## src/design/stdi_ram.sv

```systemverilog
module stdi_ram #(
  parameter int WIDTH = 8,
  parameter int DEPTH = 16,
  localparam int AW = (DEPTH > 1) ? $clog2(DEPTH) : 1
) (
  input  logic             clk,
  input  logic             we,
  input  logic [AW-1:0]    waddr,
  input  logic [WIDTH-1:0] wdata,
  input  logic [AW-1:0]    raddr,
  output logic [WIDTH-1:0] rdata
);

  logic [WIDTH-1:0] mem [DEPTH];
  logic [WIDTH-1:0] rdata_r;

  always_ff @(posedge clk) begin
    if (we) begin
      mem[waddr] <= wdata;
    end
    rdata_r <= mem[raddr];
  end

  assign rdata = rdata_r;

endmodule

```

## config.mk

```make
export PLATFORM = sky130hd
export DESIGN_NAME = stdi_ram
export DESIGN_NICKNAME = d
export VERILOG_FILES = /design/src/design/stdi_ram.sv
export SDC_FILE = /design/constraint.sdc
export NUM_CORES = 1
export LEC_CHECK = 0
export BUFFER_PORTS_ARGS = -buffer_cell sky130_fd_sc_hd__buf_4
export CORE_UTILIZATION = 48
export CTS_BUF_LIST = sky130_fd_sc_hd__clkbuf_4 sky130_fd_sc_hd__clkbuf_8
export DETAILED_ROUTE_END_ITERATION = 10
export PLACE_DENSITY = 0.73
export SYNTH_ARGS = -nofsm -noshare
export SYNTH_HDL_FRONTEND = slang
export SYNTH_SLANG_ARGS = --single-unit
```

## constraint.sdc

```tcl
create_clock -name clk -period 1.9 [get_ports clk]
set_input_delay 0 -clock clk [delete_from_list [all_inputs] [get_ports clk]]
set_output_delay 0 -clock clk [all_outputs]
set_load 0.01 [all_outputs]
```

==> flow_summary.html, run 1 <==
<table>
<tr><th>Metric</th><th>Value</th></tr>
<tr><th colspan="2">Run status</th></tr>
<tr><td>Result of the run</td><td>complete, no violations</td></tr>
<tr><th colspan="2">Clocking</th></tr>
<tr><td>Clock H-tree levels</td><td>4</td></tr>
<tr><td>Clock latency at the later pin of the worst-skew pair</td><td>0.43 ns</td></tr>
<tr><td>Number of buffers created by CTS</td><td>17</td></tr>
<tr><td>Number of gates given a new drive strength after cts</td><td>0</td></tr>
<tr><td>TritonCTS clock tree</td><td>yes</td></tr>
<tr><td>Clock transition time at the flip-flop clock pins of the worst setup and hold paths</td><td>0.08 ns</td></tr>
<tr><td>CTS Root Buffer Type</td><td>sky130_fd_sc_hd__clkbuf_8</td></tr>
<tr><td>Clock net sink count</td><td>136</td></tr>
<tr><td>Hold_buf cts</td><td>8</td></tr>
<tr><td>Clock Tree Buf Depth</td><td>2</td></tr>
<tr><td>Post-CTS Setup Bufs</td><td>0</td></tr>
<tr><th colspan="2">Global route</th></tr>
<tr><td>Total GRT Usage</td><td>19.1%</td></tr>
<tr><td>Sum of overflow across all layers after global routing</td><td>0</td></tr>
<tr><td>Pin count of the biggest net entering global routing</td><td>33</td></tr>
<tr><td>Wire length of the first global-routing pass</td><td>14.8 mm</td></tr>
<tr><td>Vias in the first global route</td><td>2447</td></tr>
<tr><td>Initial antenna violation count</td><td>0</td></tr>
<tr><th colspan="2">Yosys</th></tr>
<tr><td>Synthesized area</td><td>5150 um2</td></tr>
<tr><td>Largest family of logic cells by synthesized area</td><td>multiplexers</td></tr>
<tr><td>Yosys top cell by area</td><td>sky130_fd_sc_hd__edfxtp_1</td></tr>
<tr><td>Cell types with the largest area share after synthesis</td><td>sky130_fd_sc_hd__edfxtp_1 75%, sky130_fd_sc_hd__mux4_2 7.9%, sky130_fd_sc_hd__mux4_1 7.1%</td></tr>
<tr><td>Avg Inst Size Synth</td><td>22.5 um2</td></tr>
<tr><td>Net Count, Synth</td><td>247</td></tr>
<tr><td>Xor-xnor portion of the synthesized cell area</td><td>0%</td></tr>
<tr><td>Post-synthesis sequential area ratio</td><td>77.8%</td></tr>
<tr><td>FFs w/ async S/R, synth</td><td>0%</td></tr>
<tr><td>Share of the synthesized area in the top cell type</td><td>74.7%</td></tr>
<tr><td>Synth Area in Simple Gates</td><td>3.18%</td></tr>
<tr><td>Count of flip-flops with a built-in enable after synthesis</td><td>128</td></tr>
<tr><td>Synthesized instance count</td><td>229</td></tr>
<tr><td>Number of synthesized register bits</td><td>136</td></tr>
<tr><td>Warnings, synthesis</td><td>0</td></tr>
<tr><td>Compound-cell area share of the yosys netlist</td><td>2.33%</td></tr>
<tr><td>Portion of netlist area occupied by mux cells</td><td>15.0%</td></tr>
<tr><td>Yosys cell types</td><td>19</td></tr>
<tr><td>Most frequently used flop master after synthesis</td><td>sky130_fd_sc_hd__edfxtp_1</td></tr>
<tr><td>Adder-cell area share of the yosys netlist</td><td>0%</td></tr>
<tr><th colspan="2">Floorplan</th></tr>
<tr><td>Count of boundary I/O pins</td><td>26</td></tr>
<tr><td>Die Area</td><td>11100 um2</td></tr>
<tr><td>Row count</td><td>37</td></tr>
<tr><td>Die width</td><td>106 um</td></tr>
<tr><td>Vertical die dimension</td><td>106 um</td></tr>
<tr><td>Core Box Area</td><td>10400 um2</td></tr>
<tr><td>Starting Density</td><td>49.6%</td></tr>
<tr><th colspan="2">Pwr</th></tr>
<tr><td>Switching Fraction</td><td>22.8%</td></tr>
<tr><td>P_int</td><td>0.00457 W</td></tr>
<tr><td>Power share of the sequential group</td><td>56.8%</td></tr>
<tr><td>Worst vdd ir</td><td>432 uV</td></tr>
<tr><td>Logic pwr share</td><td>5.8%</td></tr>
<tr><td>Cell area power density</td><td>982 nW/um2</td></tr>
<tr><td>Switching Power</td><td>0.00135 W</td></tr>
<tr><td>Share of total power in the clock network</td><td>37.4%</td></tr>
<tr><td>Total chip power</td><td>0.00593 W</td></tr>
<tr><td>Pleak</td><td>2.04 nW</td></tr>
<tr><th colspan="2">Drt</th></tr>
<tr><td>Detailed-routing iteration count for the pre-antenna-repair pass</td><td>4</td></tr>
<tr><td>Drt wl/cell</td><td>21.8 um</td></tr>
<tr><td>Antenna Nets Post-Route</td><td>0</td></tr>
<tr><td>Number of remaining DRC errors</td><td>0</td></tr>
<tr><td>Post-detailed-route via-to-cell ratio</td><td>5.61</td></tr>
<tr><td>Number of design-rule violations left by the first detailed-router iteration</td><td>215</td></tr>
<tr><td>Via count</td><td>2470</td></tr>
<tr><td>Aggregate routed wire length</td><td>9.60 mm</td></tr>
<tr><th colspan="2">Setup path</th></tr>
<tr><td>Crit start category</td><td>flop</td></tr>
<tr><td>Worst setup path category</td><td>reg2reg</td></tr>
<tr><td>RR Startpoint</td><td>mem[2][2]</td></tr>
<tr><td>Crit path DAT</td><td>1.72 ns</td></tr>
<tr><td>Worst-case reg-to-reg path depth</td><td>3</td></tr>
<tr><td>Capture instance of the worst register-to-register path</td><td>rdata[2]</td></tr>
<tr><td>Biggest fanout along the worst timing path</td><td>1</td></tr>
<tr><td>Data required time at the worst endpoint</td><td>2.22 ns</td></tr>
<tr><td>Setup slack of the most critical reg-to-reg path</td><td>0.50 ns</td></tr>
<tr><td>Crit. End Element</td><td>flop</td></tr>
<tr><th colspan="2">Timing</th></tr>
<tr><td>Final-report max-slew violation count</td><td>0</td></tr>
<tr><td>Worst-case hold slack</td><td>0.0894 ns</td></tr>
<tr><td>Unrepaired setup endpoints after global routing</td><td>no</td></tr>
<tr><td>Actual slew at the worst max-slew pin</td><td>0.788 ns</td></tr>
<tr><td>Final min period</td><td>1.40 ns</td></tr>
<tr><td>Share of the cycle needed by the critical path after routing</td><td>73.5%</td></tr>
<tr><td>Final setup TNS</td><td>0 ns</td></tr>
<tr><td>Achievable frequency</td><td>0.716 GHz</td></tr>
<tr><td>Slew HR</td><td>47.4%</td></tr>
<tr><td>Count of final hold-check violations</td><td>0</td></tr>
<tr><td>Setup violation total in the final timing report</td><td>0</td></tr>
<tr><td>Worst-case clock skew</td><td>0.00827 ns</td></tr>
<tr><th colspan="2">Hold path</th></tr>
<tr><td>Start point of the worst hold path</td><td>waddr[0]</td></tr>
<tr><td>Number of cells on the worst hold path</td><td>3</td></tr>
<tr><td>Worst Hold Class</td><td>in2reg</td></tr>
<tr><td>Endpoint with the worst hold slack</td><td>mem[0][0]</td></tr>
<tr><th colspan="2">Finish</th></tr>
<tr><td>Fraction of final layout cells sized beyond drive strength 1</td><td>31.3%</td></tr>
<tr><td>Final non-filler cell area</td><td>6040 um2</td></tr>
<tr><td>Fill cell count</td><td>757</td></tr>
<tr><td>Most frequent cells in the layout</td><td>128 x sky130_fd_sc_hd__edfxtp_1, 44 x sky130_fd_sc_hd__buf_4, 18 x sky130_fd_sc_hd__mux4_2, 17 x sky130_fd_sc_hd__clkbuf_8, 16 x sky130_fd_sc_hd__a22oi_1</td></tr>
<tr><td>Most common cell after layout, fill and taps aside</td><td>sky130_fd_sc_hd__edfxtp_1</td></tr>
<tr><td>Layout area overhead</td><td>17.4%</td></tr>
<tr><td>Antenna cell count</td><td>0</td></tr>
<tr><td>NumNets Final</td><td>309</td></tr>
<tr><td>Final cell count without fillers</td><td>440</td></tr>
<tr><th colspan="2">Placement</th></tr>
<tr><td>Number of I/O port buffers</td><td>25</td></tr>
<tr><td>Number of cells after detailed placement</td><td>400</td></tr>
<tr><td>Final weighted congestion in routability-driven placement</td><td>0.722</td></tr>
<tr><td>Dpl cell area</td><td>5580 um2</td></tr>
<tr><td>Final HPWL from detailed placement</td><td>6.05 mm</td></tr>
<tr><th colspan="2">Flow run</th></tr>
<tr><td>MaxCap Viol Count</td><td>0</td></tr>
</table>
cells by family after synthesis:
kind of cell           count (synthesis)
and+or+nand+nor                       35
DFF                                  136
AOI/OAI and AO/OA                     16
buffers and inverters                 10
muxes                                 32
synth_stat cells (all sizes together) (2+ instances only):
library cell,instances
dfxtp,8
edfxtp,128
nand3b,2
nor3,4
clkdlybuf4s25,3
buf,7
nor2,13
a22oi,16
mux4,32
nand2b,2
nand2,9
flip-flops by register name, indices dropped and copies added (netlist names):
signal,cells
mem,128
rdata,8
layout make-up:
type | instances | area, um2 | share of cell area, %
well taps | 136 | 170 | 2.82
multi-input cells | 83 | 1060 | 17.5
flip-flops and latches | 136 | 4000 | 66.3
clock buffers | 17 | 234 | 3.87
repair buffers | 53 | 430 | 7.13
clock inverters | 15 | 145 | 2.40
worst max path at each step:
| stage | start | end | slack (ns) |
|---|---|---|---|
| floorplan | waddr[2] | mem[0][0] | 0.41 |
| finish | mem[2][2] | rdata[2] | 0.50 |
| detailed placement | raddr[0] | rdata[4] | 0.43 |
| global route | mem[2][2] | rdata[2] | 0.42 |
| CTS | mem[2][2] | rdata[2] | 0.48 |
| global placement | raddr[0] | rdata[6] | 0.44 |
stage by stage:
stage | util, % | setup slack (ns)
2_1_floorplan | - | 0.407
3_3_place_gp | 53.8 | 0.437
3_5_place_dp | 53.8 | 0.428
4_1_cts | 58.3 | 0.483
5_1_grt | 58.3 | 0.416
6_report | 58.3 | 0.504
power by group through the flow:
stage	Clock, W	Combinational (W)	Sequential, W
CTS	0.00225	0.000349	0.00337
global placement	0	0.000325	0.00344
global route	0.00237	0.000371	0.00338
detailed placement	0	0.000334	0.00344
finish	0.00222	0.000343	0.00337
floorplan	0	0.000170	0.00344
worst max-delay path, stage by stage (launching register included):
cell and delay [ns]:
sky130_fd_sc_hd__edfxtp_1 0.40, sky130_fd_sc_hd__mux4_1 0.51, sky130_fd_sc_hd__a22oi_1 0.30, sky130_fd_sc_hd__nand2_1 0.08
metal layers:
metal	GRT usage, %	vias to the layer above	routed length (um)
met4	7.84	0	135
li1	-	1099	-
met5	0	-	0
met3	4.51	9	642
met2	28.2	103	4540
met1	27.8	1259	4290
Power figures use the tool's default switching activity.
==> run 2: changes to the inputs <==
clock period = 1.36 ns   (was 1.9 ns; I/O delays follow)
==> flow_summary.html, run 2 (synthesized netlist as in run 1, its figures left out) <==
<table>
<tr><th>Metric</th><th>Value</th></tr>
<tr><th colspan="2">Run status</th></tr>
<tr><td>Result of the run</td><td>complete, no violations</td></tr>
<tr><th colspan="2">Setup path</th></tr>
<tr><td>Crit. End Element</td><td>flop</td></tr>
<tr><td>Worst-case reg-to-reg path depth</td><td>3</td></tr>
<tr><td>Crit path DAT</td><td>1.62 ns</td></tr>
<tr><td>RR Startpoint</td><td>mem[1][0]</td></tr>
<tr><td>Crit start category</td><td>flop</td></tr>
<tr><td>CP max stage delay</td><td>0.52 ns</td></tr>
<tr><td>Worst setup path category</td><td>reg2reg</td></tr>
<tr><td>Ordered cell list for the critical path</td><td>mux4_1, a22oi_2, nand2_1</td></tr>
<tr><td>Setup slack of the most critical reg-to-reg path</td><td>0.04 ns</td></tr>
<tr><td>Data required time at the worst endpoint</td><td>1.66 ns</td></tr>
<tr><td>Biggest fanout along the worst timing path</td><td>1</td></tr>
<tr><td>Capture instance of the worst register-to-register path</td><td>rdata[0]</td></tr>
<tr><td>Slowest cell on the critical path</td><td>sky130_fd_sc_hd__mux4_1</td></tr>
<tr><th colspan="2">Floorplan</th></tr>
<tr><td>Count of boundary I/O pins</td><td>26</td></tr>
<tr><td>Die width</td><td>106 um</td></tr>
<tr><td>Vertical die dimension</td><td>106 um</td></tr>
<tr><td>Core Box Area</td><td>10400 um2</td></tr>
<tr><td>Row count</td><td>37</td></tr>
<tr><td>Die Area</td><td>11100 um2</td></tr>
<tr><td>Starting Density</td><td>49.6%</td></tr>
<tr><th colspan="2">Placement</th></tr>
<tr><td>Number of I/O port buffers</td><td>25</td></tr>
<tr><td>Final weighted congestion in routability-driven placement</td><td>0.729</td></tr>
<tr><td>Worst slack after detailed placement</td><td>-0.0824 ns</td></tr>
<tr><td>Final HPWL from detailed placement</td><td>6.06 mm</td></tr>
<tr><td>Number of cells after detailed placement</td><td>403</td></tr>
<tr><th colspan="2">Finish</th></tr>
<tr><td>Register name with the most flops</td><td>mem</td></tr>
<tr><td>Most common cell after layout, fill and taps aside</td><td>sky130_fd_sc_hd__edfxtp_1</td></tr>
<tr><td>NumNets Final</td><td>312</td></tr>
<tr><td>Number of flip-flops in the largest register</td><td>128</td></tr>
<tr><td>Final cell count without fillers</td><td>443</td></tr>
<tr><td>Layout area overhead</td><td>18.6%</td></tr>
<tr><td>Fraction of final layout cells sized beyond drive strength 1</td><td>33.9%</td></tr>
<tr><td>Antenna cell count</td><td>0</td></tr>
<tr><td>Most frequent cells in the layout</td><td>128 x sky130_fd_sc_hd__edfxtp_1, 44 x sky130_fd_sc_hd__buf_4, 18 x sky130_fd_sc_hd__mux4_2, 17 x sky130_fd_sc_hd__clkbuf_8, 14 x sky130_fd_sc_hd__mux4_1</td></tr>
<tr><th colspan="2">Timing</th></tr>
<tr><td>Share of the cycle needed by the critical path after routing</td><td>97.0%</td></tr>
<tr><td>Final min period</td><td>1.32 ns</td></tr>
<tr><td>Final-report max-slew violation count</td><td>0</td></tr>
<tr><td>Unrepaired setup endpoints after global routing</td><td>no</td></tr>
<tr><td>Slew HR</td><td>45.4%</td></tr>
<tr><td>Setup violation total in the final timing report</td><td>0</td></tr>
<tr><td>Actual slew at the worst max-slew pin</td><td>0.816 ns</td></tr>
<tr><td>Count of final hold-check violations</td><td>0</td></tr>
<tr><td>Final setup TNS</td><td>0 ns</td></tr>
<tr><td>Final worst setup slack</td><td>0.0403 ns</td></tr>
<tr><td>Worst-case clock skew</td><td>0.0120 ns</td></tr>
<tr><td>Achievable frequency</td><td>0.758 GHz</td></tr>
<tr><th colspan="2">Global route</th></tr>
<tr><td>Vias in the first global route</td><td>2564</td></tr>
<tr><td>Met3 Resource Use GR</td><td>5.19%</td></tr>
<tr><td>Pin count of the biggest net entering global routing</td><td>17</td></tr>
<tr><td>Wire length of the first global-routing pass</td><td>14.6 mm</td></tr>
<tr><td>Total GRT Usage</td><td>18.8%</td></tr>
<tr><td>Most crowded layer after global routing</td><td>met2</td></tr>
<tr><td>GRT met1 Usage</td><td>26.2%</td></tr>
<tr><td>Sum of overflow across all layers after global routing</td><td>0</td></tr>
<tr><td>Initial antenna violation count</td><td>0</td></tr>
<tr><td>Met2 global-route usage</td><td>29.1%</td></tr>
<tr><th colspan="2">Drt</th></tr>
<tr><td>Detailed-routing iteration count for the pre-antenna-repair pass</td><td>4</td></tr>
<tr><td>Drt wl/cell</td><td>21.1 um</td></tr>
<tr><td>Number of remaining DRC errors</td><td>0</td></tr>
<tr><td>Number of design-rule violations left by the first detailed-router iteration</td><td>191</td></tr>
<tr><td>Post-detailed-route via-to-cell ratio</td><td>5.55</td></tr>
<tr><td>Via count</td><td>2460</td></tr>
<tr><td>Aggregate routed wire length</td><td>9.35 mm</td></tr>
<tr><td>Antenna Nets Post-Route</td><td>0</td></tr>
<tr><th colspan="2">Pwr</th></tr>
<tr><td>Cell area power density</td><td>1340 nW/um2</td></tr>
<tr><td>Total chip power</td><td>0.00816 W</td></tr>
<tr><td>Switching Fraction</td><td>21.5%</td></tr>
<tr><td>P_int</td><td>0.00640 W</td></tr>
<tr><td>Logic pwr share</td><td>6.2%</td></tr>
<tr><td>Share of total power in the clock network</td><td>36.0%</td></tr>
<tr><td>Switching Power</td><td>0.00175 W</td></tr>
<tr><td>Power share of the sequential group</td><td>57.8%</td></tr>
<tr><td>Worst vdd ir</td><td>629 uV</td></tr>
<tr><td>Pleak</td><td>2.07 nW</td></tr>
<tr><th colspan="2">Clocking</th></tr>
<tr><td>Clock transition time at the flip-flop clock pins of the worst setup and hold paths</td><td>0.08 ns</td></tr>
<tr><td>Clock Tree Buf Depth</td><td>2</td></tr>
<tr><td>Post-CTS Setup Bufs</td><td>0</td></tr>
<tr><td>Number of buffers created by CTS</td><td>17</td></tr>
<tr><td>CTS Root Buffer Type</td><td>sky130_fd_sc_hd__clkbuf_8</td></tr>
<tr><td>Clock latency at the later pin of the worst-skew pair</td><td>0.42 ns</td></tr>
<tr><td>Clock net sink count</td><td>136</td></tr>
<tr><td>Clock H-tree levels</td><td>4</td></tr>
<tr><td>TritonCTS clock tree</td><td>yes</td></tr>
<tr><th colspan="2">Hold path</th></tr>
<tr><td>Start point of the worst hold path</td><td>waddr[0]</td></tr>
<tr><td>Number of cells on the worst hold path</td><td>3</td></tr>
<tr><td>Endpoint with the worst hold slack</td><td>mem[0][0]</td></tr>
<tr><td>Worst Hold Class</td><td>in2reg</td></tr>
<tr><th colspan="2">Flow run</th></tr>
<tr><td>MaxCap Viol Count</td><td>0</td></tr>
</table>
[run 2: cell count changes in the layout (fill, tap and decap cells not counted), sizes merged]
cell / before / now
inv: 6 / 1
clkinv: 4 / 8
buf: 45 / 48
clkbuf: 17 / 19
clkinvlp: 4 / 3
[run 2: per-layer routing]
layer	routed length [um]	share of wire [%]	vias to the layer above
met5	0	0	-
li1	-	-	1101
met2	4720	50	90
met1	3810	41	1265
met4	48	0.51	0
met3	772	8.3	4
[run 2: worst max-delay path by stage]
stage / from / endpoint / slack [ns] / cells past startpoint
after floorplan: waddr[2] / mem[3][0] / 0.09 / 2
after global placement: raddr[0] / rdata[4] / -0.05 / 6
after detailed placement: raddr[0] / rdata[4] / -0.08 / 6
after CTS: mem[11][7] / rdata[7] / 0.02 / 3
after global routing: mem[9][4] / rdata[4] / 0.0002 / 3
final: mem[1][0] / rdata[0] / 0.04 / 3
[run 2: what timing repair did]
item,in CTS,in global routing
pin swaps,0,1
gates resized for setup,1,3
hold endpoints to repair,128,0
setup endpoints to repair,1,3
hold buffers,8,0
[run 2: power groups by stage]
stage	Combinational (W)	Sequential [W]	Clock, W
after floorplan	0.000238	0.00481	0
after global placement	0.000477	0.00480	0
after detailed placement	0.000489	0.00481	0
after CTS	0.000510	0.00471	0.00300
after global routing	0.000547	0.00472	0.00319
final	0.000507	0.00471	0.00294
[run 2: per-stage QoR]
stage	utilization [%]	hold WS [ns]	area, um2
global placement	54.5	0.292	5650
global route	58.9	0.0782	6100
CTS	58.7	0.0736	6090
detailed placement	54.5	0.308	5650
floorplan	-	0.0989	5150
finish	58.9	0.0937	6100
[run 2: worst max-delay path, delay by kind of cell (launching register included)]
family / cells / cell delay [ns]
mux: 1 / 0.52
flops: 1 / 0.37
compound gates: 1 / 0.23
simple gates: 1 / 0.07
[run 2: area by class of cell]
class / count / area (um2)
sequential: 136 / 4000
clock buffer: 19 / 249
clock inverter: 13 / 109
tap: 136 / 170
fill: 779 / 4270
multi-input combinational: 83 / 1080
timing repair buffer: 56 / 490
