===== config.mk =====
export PLATFORM = sky130hd
export DESIGN_NAME = stdi_collect
export DESIGN_NICKNAME = d
export VERILOG_FILES = /design/src/design/stdi_pkg.sv /design/src/design/stdi_collect.sv
export SDC_FILE = /design/constraint.sdc
export NUM_CORES = 1
export LEC_CHECK = 0
export BUFFER_PORTS_ARGS = -buffer_cell sky130_fd_sc_hd__buf_2
export CORE_MARGIN = 3
export CORE_UTILIZATION = 40
export DETAILED_ROUTE_END_ITERATION = 8
export MAX_ROUTING_LAYER = met4
export PLACE_DENSITY = 0.73
export SLEW_MARGIN = 25
export SYNTH_ARGS = -nofsm -noshare
export SYNTH_HDL_FRONTEND = slang
export SYNTH_SLANG_ARGS = --single-unit

===== constraint.sdc =====
create_clock -name clk -period 4.3 [get_ports clk]
set_clock_uncertainty 0.2 [all_clocks]
set_input_delay 1.075 -clock clk [delete_from_list [all_inputs] [get_ports clk]]
set_output_delay 1.075 -clock clk [all_outputs]
set_load 0.02 [all_outputs]

===== src/design/stdi_pkg.sv =====
package stdi_pkg;

  localparam int CHAR_W = 8;
  localparam int OFF_W  = 12;
  localparam int STAT_W = 2;

  typedef enum logic [STAT_W-1:0] {
    ST_INSERTED = 2'd0,
    ST_PRESENT  = 2'd1,
    ST_EMPTY    = 2'd2,
    ST_NOROOM   = 2'd3
  } stdi_status_t;

  // request from the string collector to the table engine
  typedef struct packed {
    logic done;
    logic empty;
    logic overflow;
    logic tails;
  } stdi_req_t;

endpackage


===== src/design/stdi_collect.sv =====
module stdi_collect import stdi_pkg::*; #(
  parameter int MAX_LEN = 64,
  localparam int LW  = $clog2(MAX_LEN + 1),
  localparam int BAW = (MAX_LEN > 1) ? $clog2(MAX_LEN) : 1
) (
  input  logic              clk,
  input  logic              rst_n,
  input  logic              acc,
  input  logic [CHAR_W-1:0] char_code,
  input  logic              last_char,
  input  logic              share_suffix,
  output logic              buf_we,
  output logic [BAW-1:0]    buf_waddr,
  output logic [CHAR_W-1:0] buf_wdata,
  output stdi_req_t         req,
  output logic [LW-1:0]     req_len
);

  logic [LW-1:0] len_r, len_nxt, len_u;
  logic          ended_r, ended_nxt, ended_u;
  logic          ovf_r, ovf_nxt, ovf_u;
  logic          room;

  assign room = (len_r < LW'(MAX_LEN));

  always_comb begin
    len_u   = len_r;
    ended_u = ended_r;
    ovf_u   = ovf_r;
    buf_we  = 1'b0;
    if (acc && !ended_r) begin
      if (char_code == '0) begin
        ended_u = 1'b1;
      end else if (room) begin
        buf_we = 1'b1;
        len_u  = len_r + LW'(1);
      end else begin
        ovf_u = 1'b1;
      end
    end
    // the last byte hands the string over and starts a fresh one
    if (acc && last_char) begin
      len_nxt   = '0;
      ended_nxt = 1'b0;
      ovf_nxt   = 1'b0;
    end else begin
      len_nxt   = len_u;
      ended_nxt = ended_u;
      ovf_nxt   = ovf_u;
    end
  end

  assign buf_waddr    = len_r[BAW-1:0];
  assign buf_wdata    = char_code;
  assign req.done     = acc && last_char;
  assign req.empty    = (len_u == '0);
  assign req.overflow = ovf_u;
  assign req.tails    = share_suffix;
  assign req_len      = len_u;

  always_ff @(posedge clk) begin
    if (!rst_n) begin
      len_r   <= '0;
      ended_r <= 1'b0;
      ovf_r   <= 1'b0;
    end else begin
      len_r   <= len_nxt;
      ended_r <= ended_nxt;
      ovf_r   <= ovf_nxt;
    end
  end

endmodule


==> run_results.csv, run 1 <==
group,metric,value,unit
detailed_routing,drc_errors,0,
cts,cts_sinks,9,
synthesis,ys_seq_area_share,27.75,%
cts,clockBufferDepth,2,
place,port-buffer-count,36,
place,dp.final_hpwl,1090,µm
synthesis,synth_cells,65,
place,gp_congestion,0.7655,
flow_run,drv_cap,0,
grt,grt_max_degree,10,
critical_path,cp-start-kind,"input port",
detailed_routing,drt_iter0_drc,6,
grt,grt_use_total,14.19,%
synthesis,synth_flop_cell,"dfxtp_1",
synthesis,avgSynthCellArea,9.990,µm²
cts,cts_buffers,3,
critical_path,cp_slowest_cell,"nor4_4",
cts,h-tree-depth,1,
floorplan,io_pins,39,
critical_path,worstPathRequired,3.02,ns
synthesis,synth_fp_nets,79,
critical_path,critPathMaxStageDelay,0.47,ns
place,postPlaceCellArea,728.2,µm²
floorplan,die_w,46.29,µm
layout,final_net_count,104,
sta,timing.final.crit_share,93.17,%
detailed_routing,via_count,527,
grt,antenna_found_initial,0,
run_status,status,"finished, final reports clean",
layout,instances_no_fill,104,
synthesis,yosysWarningCount,0,
cts,clk_latency,0.26,ns
synthesis,synth_area,649.4,µm²
layout,syn_to_final_growth,16.18,%
critical_path,crit_type,"in -> out",
synthesis,synth.distinct_cells,28,
detailed_routing,first_pass_iters,2,
synthesis,synth_edf_count,0,
synthesis,yosys.area.top_type,"dfxtp_1",
cts,post-cts-setup-buffer-count,0,
layout,final_area,754.5,µm²
synthesis,ys_ff_latch,9,
cts,worst_setup_hold_path_clk_slew,0.06,ns
grt,grt_pass1_vias,498,
min_path,min_path_type,"reg -> reg",
detailed_routing,finalWirelength,1321,µm
critical_path,crit_buf_inv,2,
place,placedCellCount,100,
critical_path,crit_arrival,2.73,ns
floorplan,start_util,45.89,%
sta,fin_crit,4.006,ns
synthesis,synth_top_area_share,27.75,%
sta,slew_headroom,69.92,%
layout,drive_above_1_share,51.69,%
critical_path,crit_top_cell,"buf_2",
floorplan,dieArea,2143,µm²
power_and_ir_drop,p_leak,0.3789,nW
synthesis,synthTopCellsByArea,"dfxtp_1 (28%), buf_4 (18%), nor2b_1 (6.7%)",
critical_path,critPathTopFamily,"simple AND/OR/NAND/NOR gates",
sta,rsz0062_at_grt,"no",
floorplan,num_rows,13,
power_and_ir_drop,power,196.7,µW
sta,fmax,0.2496,GHz
synthesis,async_flop_share,0,%
power_and_ir_drop,p_per_area,260.7,nW/µm²
sta,hold_viol,0,
critical_path,crit_chain,"buf_2, nor4_4, a2111oi_4, mux2_4, a2bb2oi_1, nor4_2, buf_2",
floorplan,die_h,46.29,µm
sta,setup_slack,0.2935,ns
layout,final_util,53.32,%
cts,root_buffer,"clkbuf_4",
sta,setup_viol,0,
cts,cts_tree,"done",
critical_path,cp_max_fo,4,
detailed_routing,ant_nets,0,
cts,cts_hold_buf,0,
detailed_routing,via_per_inst,5.067,
sta,tns,0,ns
power_and_ir_drop,max-vdd-ir-drop,0.0002150,V
cts,cts_resized,0,
grt,grt_pass1_wl,2049,µm
sta,worstMarginPinSlew,0.4478,ns
detailed_routing,wl_per_cell,12.70,µm
floorplan,core,1415,µm²
grt,overflow,0,
sta,slew_viol_final,0,
sta,whs,0.2767,ns
critical_path,worst_setup_path_end_kind,"output port",
place,preCtsSetupSlack,0.2837,ns
layout,antenna_cells,0,
==> final timing paths <==
path	start	end	cells after the start	slack, ns
setup / recovery	char_code[5]	req[2]	7	0.29
hold / removal	ended_r$_SDFFE_PP0P_	ended_r$_SDFFE_PP0P_	2	0.28
setup reg to reg	len_r[0]$_SDFF_PP0_	len_r[4]$_SDFF_PP0_	6	2.40
hold reg to reg	ended_r$_SDFFE_PP0P_	ended_r$_SDFFE_PP0P_	2	0.28
==> cell families (layout without fill, tap and decap cells) <==
group	count (synthesis)	in the layout	share of synthesized area, %
simple gates	22	22	26.20
fa+ha+maj	1	1	1.926
compound gates	8	8	13.68
buf+inv	18	42	19.65
flops	9	9	27.75
xor+xnor	5	5	6.745
mux	2	2	4.045
==> cell type report <==
class,count,area (µm²)
fillers,133,660.6
multi-input cells,38,341.6
flip-flops and latches,9,180.2
repair buffers,36,180.2
clock buffers,4,26.28
well taps,15,18.77
inverters,2,7.507
==> layout by cell type (no fill, tap or decap) <==
master	instances
nand3_1	1
dfxtp_1	9
or2b_1	1
a2111oi_4	1
nand2b_1	2
nor2_1	2
a2bb2oi_1	1
xor2_1	2
a211oi_4	1
o21ai_0	1
clkbuf_4	3
inv_1	2
clkbuf_1	1
a21o_1	1
buf_2	36
and3b_1	1
mux2_2	1
and3_1	1
a41oi_1	1
mux2_4	1
a31oi_1	1
ha_1	1
a21oi_1	1
nor2b_1	7
and2_1	1
nand4_1	2
nor3_1	1
nor4_4	2
xnor2_1	3
nor4_2	1
==> worst register-to-register path, delay by kind of cell, from the launching register on <==
family | cells | cell delay (ns)
xor+xnor | 1 | 0.15
flops | 1 | 0.46
compound gates | 1 | 0.40
fa+ha+maj | 1 | 0.23
buf+inv | 1 | 0.07
simple gates | 2 | 0.28
==> flip-flops by register name (all words and copies together), names as in the netlist <==
signal / cells
len_r: 7
ended_r: 1
ovf_r: 1
==> cells in the mapped netlist (2+ instances only) <==
cell type and count:
nor4_4 2, nor2b_1 7, nand2b_1 2, nand4_1 2, nor2_1 2, xor2_1 2, xnor2_1 3, buf_4 16
inv_1 2, dfxtp_1 9
==> routing by layer <==
layer | GRT usage [%] | vias up | part of all wire, %
li1 | - | 261 | -
met4 | 1.705 | 0 | 0
met2 | 25.55 | 27 | 50
met1 | 13.95 | 239 | 40
met3 | 7.031 | 0 | 10
met5 | - | - | 0
==> power by group <==
part | leakage (nW) | internal [mW] | switching, mW
clock network | 0.0150 | 0.0357 | 0.0286
logic | 0.291 | 0.0171 | 0.0282
registers | 0.0728 | 0.0847 | 0.00234
Power figures use the tool's default switching activity.
==> run 2, diff against run 1 <==
--- a/config.mk
+++ b/config.mk
@@ -5,12 +5,13 @@
 export SDC_FILE = /design/constraint.sdc
 export NUM_CORES = 1
 export LEC_CHECK = 0
+export ABC_AREA = 1
 export BUFFER_PORTS_ARGS = -buffer_cell sky130_fd_sc_hd__buf_2
 export CORE_MARGIN = 3
 export CORE_UTILIZATION = 40
 export DETAILED_ROUTE_END_ITERATION = 8
 export MAX_ROUTING_LAYER = met4
-export PLACE_DENSITY = 0.73
+export PLACE_DENSITY = 0.7
 export SLEW_MARGIN = 25
 export SYNTH_ARGS = -nofsm -noshare
 export SYNTH_HDL_FRONTEND = slang
==> run 2 against run 1 <==
Net effect: register-to-register slack gained 0.44 ns; clock power grew 1%; sequential share of layout area down 2.8 points; hold slack worse by 0.020 ns; final cell count grew 58%; sequential power fell by 1%; clock-buffer cell count unchanged; wire length grew 17%; core utilization down 4.3 points; critical path type unchanged.
==> run_results.csv, run 2 <==
group,metric,value,unit
run_status,status,"finished, final reports clean",
critical_path,crit_type,"in -> out",
synthesis,synthTopCellsByArea,"dfxtp_1 (24%), buf_4 (16%), nand2_1 (12%)",
layout,drive_above_1_share,39.57,%
synthesis,yosys.area.top_type,"dfxtp_1",
detailed_routing,drt_iter0_drc,18,
sta,setup_viol,0,
flow_run,drv_cap,0,
layout,final_cell_mix,"buf_2 (36), nand2_1 (23), inv_1 (18), nor2_1 (15), dfxtp_1 (9)",
power_and_ir_drop,p_per_area,228.4,nW/µm²
layout,largest_register_ffs,7,
cts,clk_latency,0.26,ns
synthesis,synth_fp_nets,130,
cts,h-tree-depth,1,
place,gp_congestion,0.8181,
sta,worstMarginPinSlew,0.3564,ns
floorplan,num_rows,15,
place,preCtsSetupSlack,0.7280,ns
cts,cts_sinks,9,
sta,hold_viol,0,
sta,timing.final.crit_share,82.93,%
critical_path,cp_max_fo,11,
sta,setup_slack,0.7340,ns
layout,antenna_cells,0,
grt,grt_pass1_wl,2801,µm
power_and_ir_drop,power,195.5,µW
detailed_routing,ant_nets,0,
cts,clockBufferDepth,2,
layout,n_fill_cell,189,
synthesis,synth_edf_count,0,
sta,slew_viol_final,0,
detailed_routing,drc_errors,0,
cts,cts_hold_buf,0,
grt,antenna_found_initial,0,
sta,tns,0,ns
detailed_routing,via_per_inst,4.396,
grt,overflow,0,
layout,reg_top3,"len_r (7), ended_r (1), ovf_r (1)",
min_path,hold_depth,2,
floorplan,core,1745,µm²
sta,slew_headroom,76.18,%
detailed_routing,wl_per_cell,9.427,µm
power_and_ir_drop,p_leak,0.5030,nW
synthesis,avgSynthCellArea,6.461,µm²
critical_path,r2r_cells,8,
sta,rsz0062_at_grt,"no",
grt,grt_max_degree,12,
layout,final_common_cell,"buf_2",
layout,syn_to_final_growth,14.19,%
critical_path,crit_arrival,2.29,ns
synthesis,synth.distinct_cells,18,
grt,grt_use_total,15.08,%
cts,post-cts-setup-buffer-count,0,
place,port-buffer-count,36,
sta,whs,0.2570,ns
cts,cts_tree,"done",
grt,grt_pass1_vias,680,
synthesis,yosysWarningCount,0,
synthesis,ys_ff_latch,9,
layout,seqCellArea,180.2,µm²
cts,root_buffer,"clkbuf_4",
detailed_routing,finalWirelength,1546,µm
place,dp.final_hpwl,1300,µm
synthesis,synth.top_cells.by_count,"nand2_1 (23), inv_1 (18), buf_4 (16), nor2_1 (15), dfxtp_1 (9)",
synthesis,yosysMostFrequentCell,"nand2_1",
layout,regMostFlops,"len_r",
synthesis,synth_cells,116,
synthesis,synth_flop_cell,"dfxtp_1",
sta,fin_crit,3.566,ns
synthesis,ys_seq_area_share,24.04,%
critical_path,cp-start-kind,"input port",
detailed_routing,via_count,721,
floorplan,die_w,49.29,µm
detailed_routing,first_pass_iters,4,
cts,cts_buffers,3,
layout,multi_input_area,362.8,µm²
floorplan,start_util,42.94,%
min_path,min_path_type,"reg -> reg",
floorplan,die_h,49.29,µm
floorplan,dieArea,2429,µm²
layout,final_net_count,154,
synthesis,async_flop_share,0,%
floorplan,io_pins,39,
critical_path,worstPathRequired,3.02,ns
sta,fmax,0.2804,GHz
synthesis,synth_top_area_share,24.04,%
cts,worst_setup_hold_path_clk_slew,0.06,ns
power_and_ir_drop,max-vdd-ir-drop,0.0001509,V
synthesis,synth_area,749.5,µm²
cts,cts_resized,0,
critical_path,worst_setup_path_end_kind,"output port",
[run 2: power breakdown]
part           switching, mW  internal [mW]
registers            0.00137         0.0844
clock network         0.0293         0.0358
logic                 0.0295         0.0151
total                 0.0602          0.135
[run 2: metrics by stage]
step	instance area [µm²]	util (%)	std cells
after floorplan	749.5	-	116
after global placement	829.5	47.53	160
after global routing	855.8	49.03	164
after detailed placement	829.5	47.53	160
after CTS	855.8	49.03	164
final	855.8	49.03	164
[run 2: worst max-delay path, stage by stage]
cell and delay (ns):
buf_2 0.11, inv_1 0.05, nand2_1 0.05, nor2_1 0.09, nand2_1 0.23, nand3_1 0.17
nand2_1 0.08, nor2_1 0.12, nand2_1 0.06, nor2_1 0.09, buf_2 0.16
[run 2: final timing paths]
kind	startpoint	end	slack, ns
worst min-delay path	ovf_r$_SDFF_PP0_	ovf_r$_SDFF_PP0_	0.26
worst max register to register	len_r[0]$_SDFF_PP0_	len_r[4]$_SDFF_PP0_	2.84
worst max-delay path	char_code[4]	req[2]	0.73
worst min register to register	ovf_r$_SDFF_PP0_	ovf_r$_SDFF_PP0_	0.26
[run 2: metal layers]
metal / track usage, % / routed length [µm]
met5: - / 0
met4: 3.791 / 5
met3: 6.728 / 139
met2: 25.00 / 747
met1: 16.33 / 653
[run 2: logic make-up after synthesis]
| logic type | share of synthesized area [%] |
|---|---|
| adders and majority gates | 1.669 |
| and+or+nand+nor | 41.57 |
| AOI/OAI and AO/OA | 5.176 |
| buffers and inverters | 27.55 |
| DFF | 24.04 |
[run 2: area by class of cell]
| class | instances | share of cell area [%] |
|---|---|---|
| multi-input cells | 70 | 42.40 |
| flip-flops and latches | 9 | 21.05 |
| repair buffers | 36 | 21.05 |
| inverters | 20 | 8.772 |
| well taps | 25 | 3.655 |
| clock buffers | 4 | 3.070 |
==> run 3, diff against run 2 <==
--- a/config.mk
+++ b/config.mk
@@ -8,10 +8,10 @@
 export ABC_AREA = 1
 export BUFFER_PORTS_ARGS = -buffer_cell sky130_fd_sc_hd__buf_2
 export CORE_MARGIN = 3
-export CORE_UTILIZATION = 40
+export CORE_UTILIZATION = 39
 export DETAILED_ROUTE_END_ITERATION = 8
 export MAX_ROUTING_LAYER = met4
-export PLACE_DENSITY = 0.7
+export PLACE_DENSITY = 0.71
 export SLEW_MARGIN = 25
 export SYNTH_ARGS = -nofsm -noshare
 export SYNTH_HDL_FRONTEND = slang
==> constraint.sdc (replaced) <==
create_clock -name clk -period 3.05 [get_ports clk]
set_clock_uncertainty 0.2 [all_clocks]
set_input_delay 0.7625 -clock clk [delete_from_list [all_inputs] [get_ports clk]]
set_output_delay 0.7625 -clock clk [all_outputs]
set_load 0.02 [all_outputs]
==> run 3 against run 2 <==
Net effect: via count is 1.4% lower; cell area up 0.29%; critical path depth unchanged; setup slack worse by 0.56 ns; largest cell class unchanged; final cell count is the same; non-clock buffer count stayed put; combinational power up 41%; sequential power increased by 41%; register-to-register slack worse by 1.2 ns; wire length fell by 3.6%; clock power is 44% higher; critical endpoint unchanged.
==> run_results.csv, run 3 (synthesis gave the netlist of run 2 again) <==
group,metric,value,unit
run_status,status,"finished, final reports clean",
grt,grt_pass1_vias,608,
detailed_routing,finalWirelength,1491,µm
grt,overflow,0,
min_path,min_path_type,"reg -> reg",
critical_path,cp-start-kind,"input port",
critical_path,crit_type,"in -> out",
critical_path,cp_max_fo,11,
floorplan,dieArea,2484,µm²
floorplan,start_util,42.48,%
cts,cts_sinks,9,
place,dp.final_hpwl,1237,µm
critical_path,critPathMaxStageDelay,0.16,ns
critical_path,crit_arrival,1.92,ns
min_path,hold_depth,2,
min_path,whs_endpoint,"ovf_r$_SDFF_PP0_",
layout,final_cell_mix,"buf_2 (36), nand2_1 (22), inv_1 (18), nor2_1 (15), dfxtp_1 (9)",
grt,grt_pass1_wl,2463,µm
detailed_routing,ant_nets,0,
sta,timing.final.crit_share,94.44,%
floorplan,num_rows,15,
detailed_routing,via_count,711,
sta,tns,0,ns
floorplan,die_h,49.84,µm
cts,clockBufferDepth,2,
floorplan,io_pins,39,
floorplan,core,1764,µm²
critical_path,worst_setup_path_end_kind,"output port",
sta,hold_viol,0,
layout,largest_register_ffs,7,
sta,rsz0062_at_grt,"no",
sta,worstMarginPinSlew,0.3282,ns
critical_path,cp_slowest_cell,"nand2_2",
sta,fmax,0.3472,GHz
detailed_routing,wl_per_cell,9.091,µm
cts,post-cts-setup-buffer-count,0,
flow_run,drv_cap,0,
critical_path,rr_endpoint,"len_r[4]$_SDFF_PP0_",
layout,reg_top3,"len_r (7), ended_r (1), ovf_r (1)",
cts,clk_latency,0.26,ns
cts,h-tree-depth,1,
layout,final_common_cell,"buf_2",
grt,grt_use_total,13.27,%
place,port-buffer-count,36,
layout,final_net_count,154,
layout,drive_above_1_share,40.29,%
sta,slew_headroom,78.07,%
cts,cts_tree,"done",
detailed_routing,drt_iter0_drc,4,
grt,antenna_found_initial,0,
critical_path,worstPathRequired,2.09,ns
grt,grt_max_degree,12,
power_and_ir_drop,p_leak,0.5040,nW
detailed_routing,via_per_inst,4.335,
critical_path,rrSetupSlack,1.62,ns
critical_path,timing.rr.start,"len_r[0]$_SDFF_PP0_",
cts,root_buffer,"clkbuf_4",
place,gp_congestion,0.7806,
sta,slew_viol_final,0,
detailed_routing,first_pass_iters,4,
layout,antenna_cells,0,
min_path,hp-start,"ovf_r$_SDFF_PP0_",
detailed_routing,drc_errors,0,
layout,syn_to_final_growth,14.52,%
sta,fin_crit,2.880,ns
critical_path,crit_chain,"buf_2, inv_1, nand2_1, nor2_1, nand2_2, nand3_1, nand2_1, nor2_1, nand2_1, nor2_1, buf_2",
power_and_ir_drop,power,277.4,µW
cts,cts_buffers,3,
layout,final_util,48.65,%
power_and_ir_drop,max-vdd-ir-drop,0.0002688,V
sta,setup_viol,0,
power_and_ir_drop,p_per_area,323.2,nW/µm²
critical_path,r2r_cells,8,
layout,regMostFlops,"len_r",
floorplan,die_w,49.84,µm
cts,worst_setup_hold_path_clk_slew,0.06,ns
## run 3: cell counts in the layout (fill, tap and decap cells not counted)
No cell type changed its count.
## run 3: area by class of cell
| class | instances | area [µm²] |
|---|---|---|
| multi-input cells | 70 | 365.4 |
| flip-flops and latches | 9 | 180.2 |
| well taps | 25 | 31.28 |
| repair buffers | 36 | 180.2 |
| clock buffers | 4 | 26.28 |
| fillers | 186 | 905.9 |
| inverters | 20 | 75.07 |
## run 3: report_power, final
group | leakage, nW | internal, mW | switching, mW
sequential | 0.0727 | 0.119 | 0.00178
clock | 0.0150 | 0.0505 | 0.0433
combinational | 0.416 | 0.0213 | 0.0414
total | 0.504 | 0.191 | 0.0865
## run 3: per-stage QoR
stage	instances	setup WS (ns)	hold WS, ns	cell area [µm²]
finish	164	0.1696	0.2573	858.3
CTS	164	0.08259	0.2613	855.8
detailed placement	160	0.08526	0.2511	829.5
floorplan	116	0.2250	0.2359	749.5
global route	164	0.003374	0.2792	858.3
global placement	160	0.1367	0.2445	829.5
## run 3: worst max-delay path: cells and delay by family
kind,cells,cell delay [ns]
simple gates,8,0.83
buf+inv,3,0.32
## run 3: timing repair
item	CTS	global route
hold buffers	0	0
gates resized for setup	0	1
setup endpoints to repair	0	1
hold endpoints to repair	0	0
## run 3: worst max-delay path by stage
stage / from / end / cells past startpoint
5_1_grt: char_code[0] / req[2] / 11
3_5_place_dp: char_code[0] / req[2] / 11
6_report: char_code[4] / req[2] / 11
2_1_floorplan: char_code[0] / req[2] / 10
3_3_place_gp: char_code[0] / req[2] / 11
4_1_cts: char_code[0] / req[2] / 11
## run 3: per-layer routing
layer | global-route usage [%] | vias to the layer above | part of all wire (%)
met4 | 4.608 | 0 | 1.3
met1 | 14.92 | 293 | 43
met5 | - | - | 0
li1 | - | 386 | -
met2 | 21.59 | 26 | 48
met3 | 4.834 | 6 | 7.7
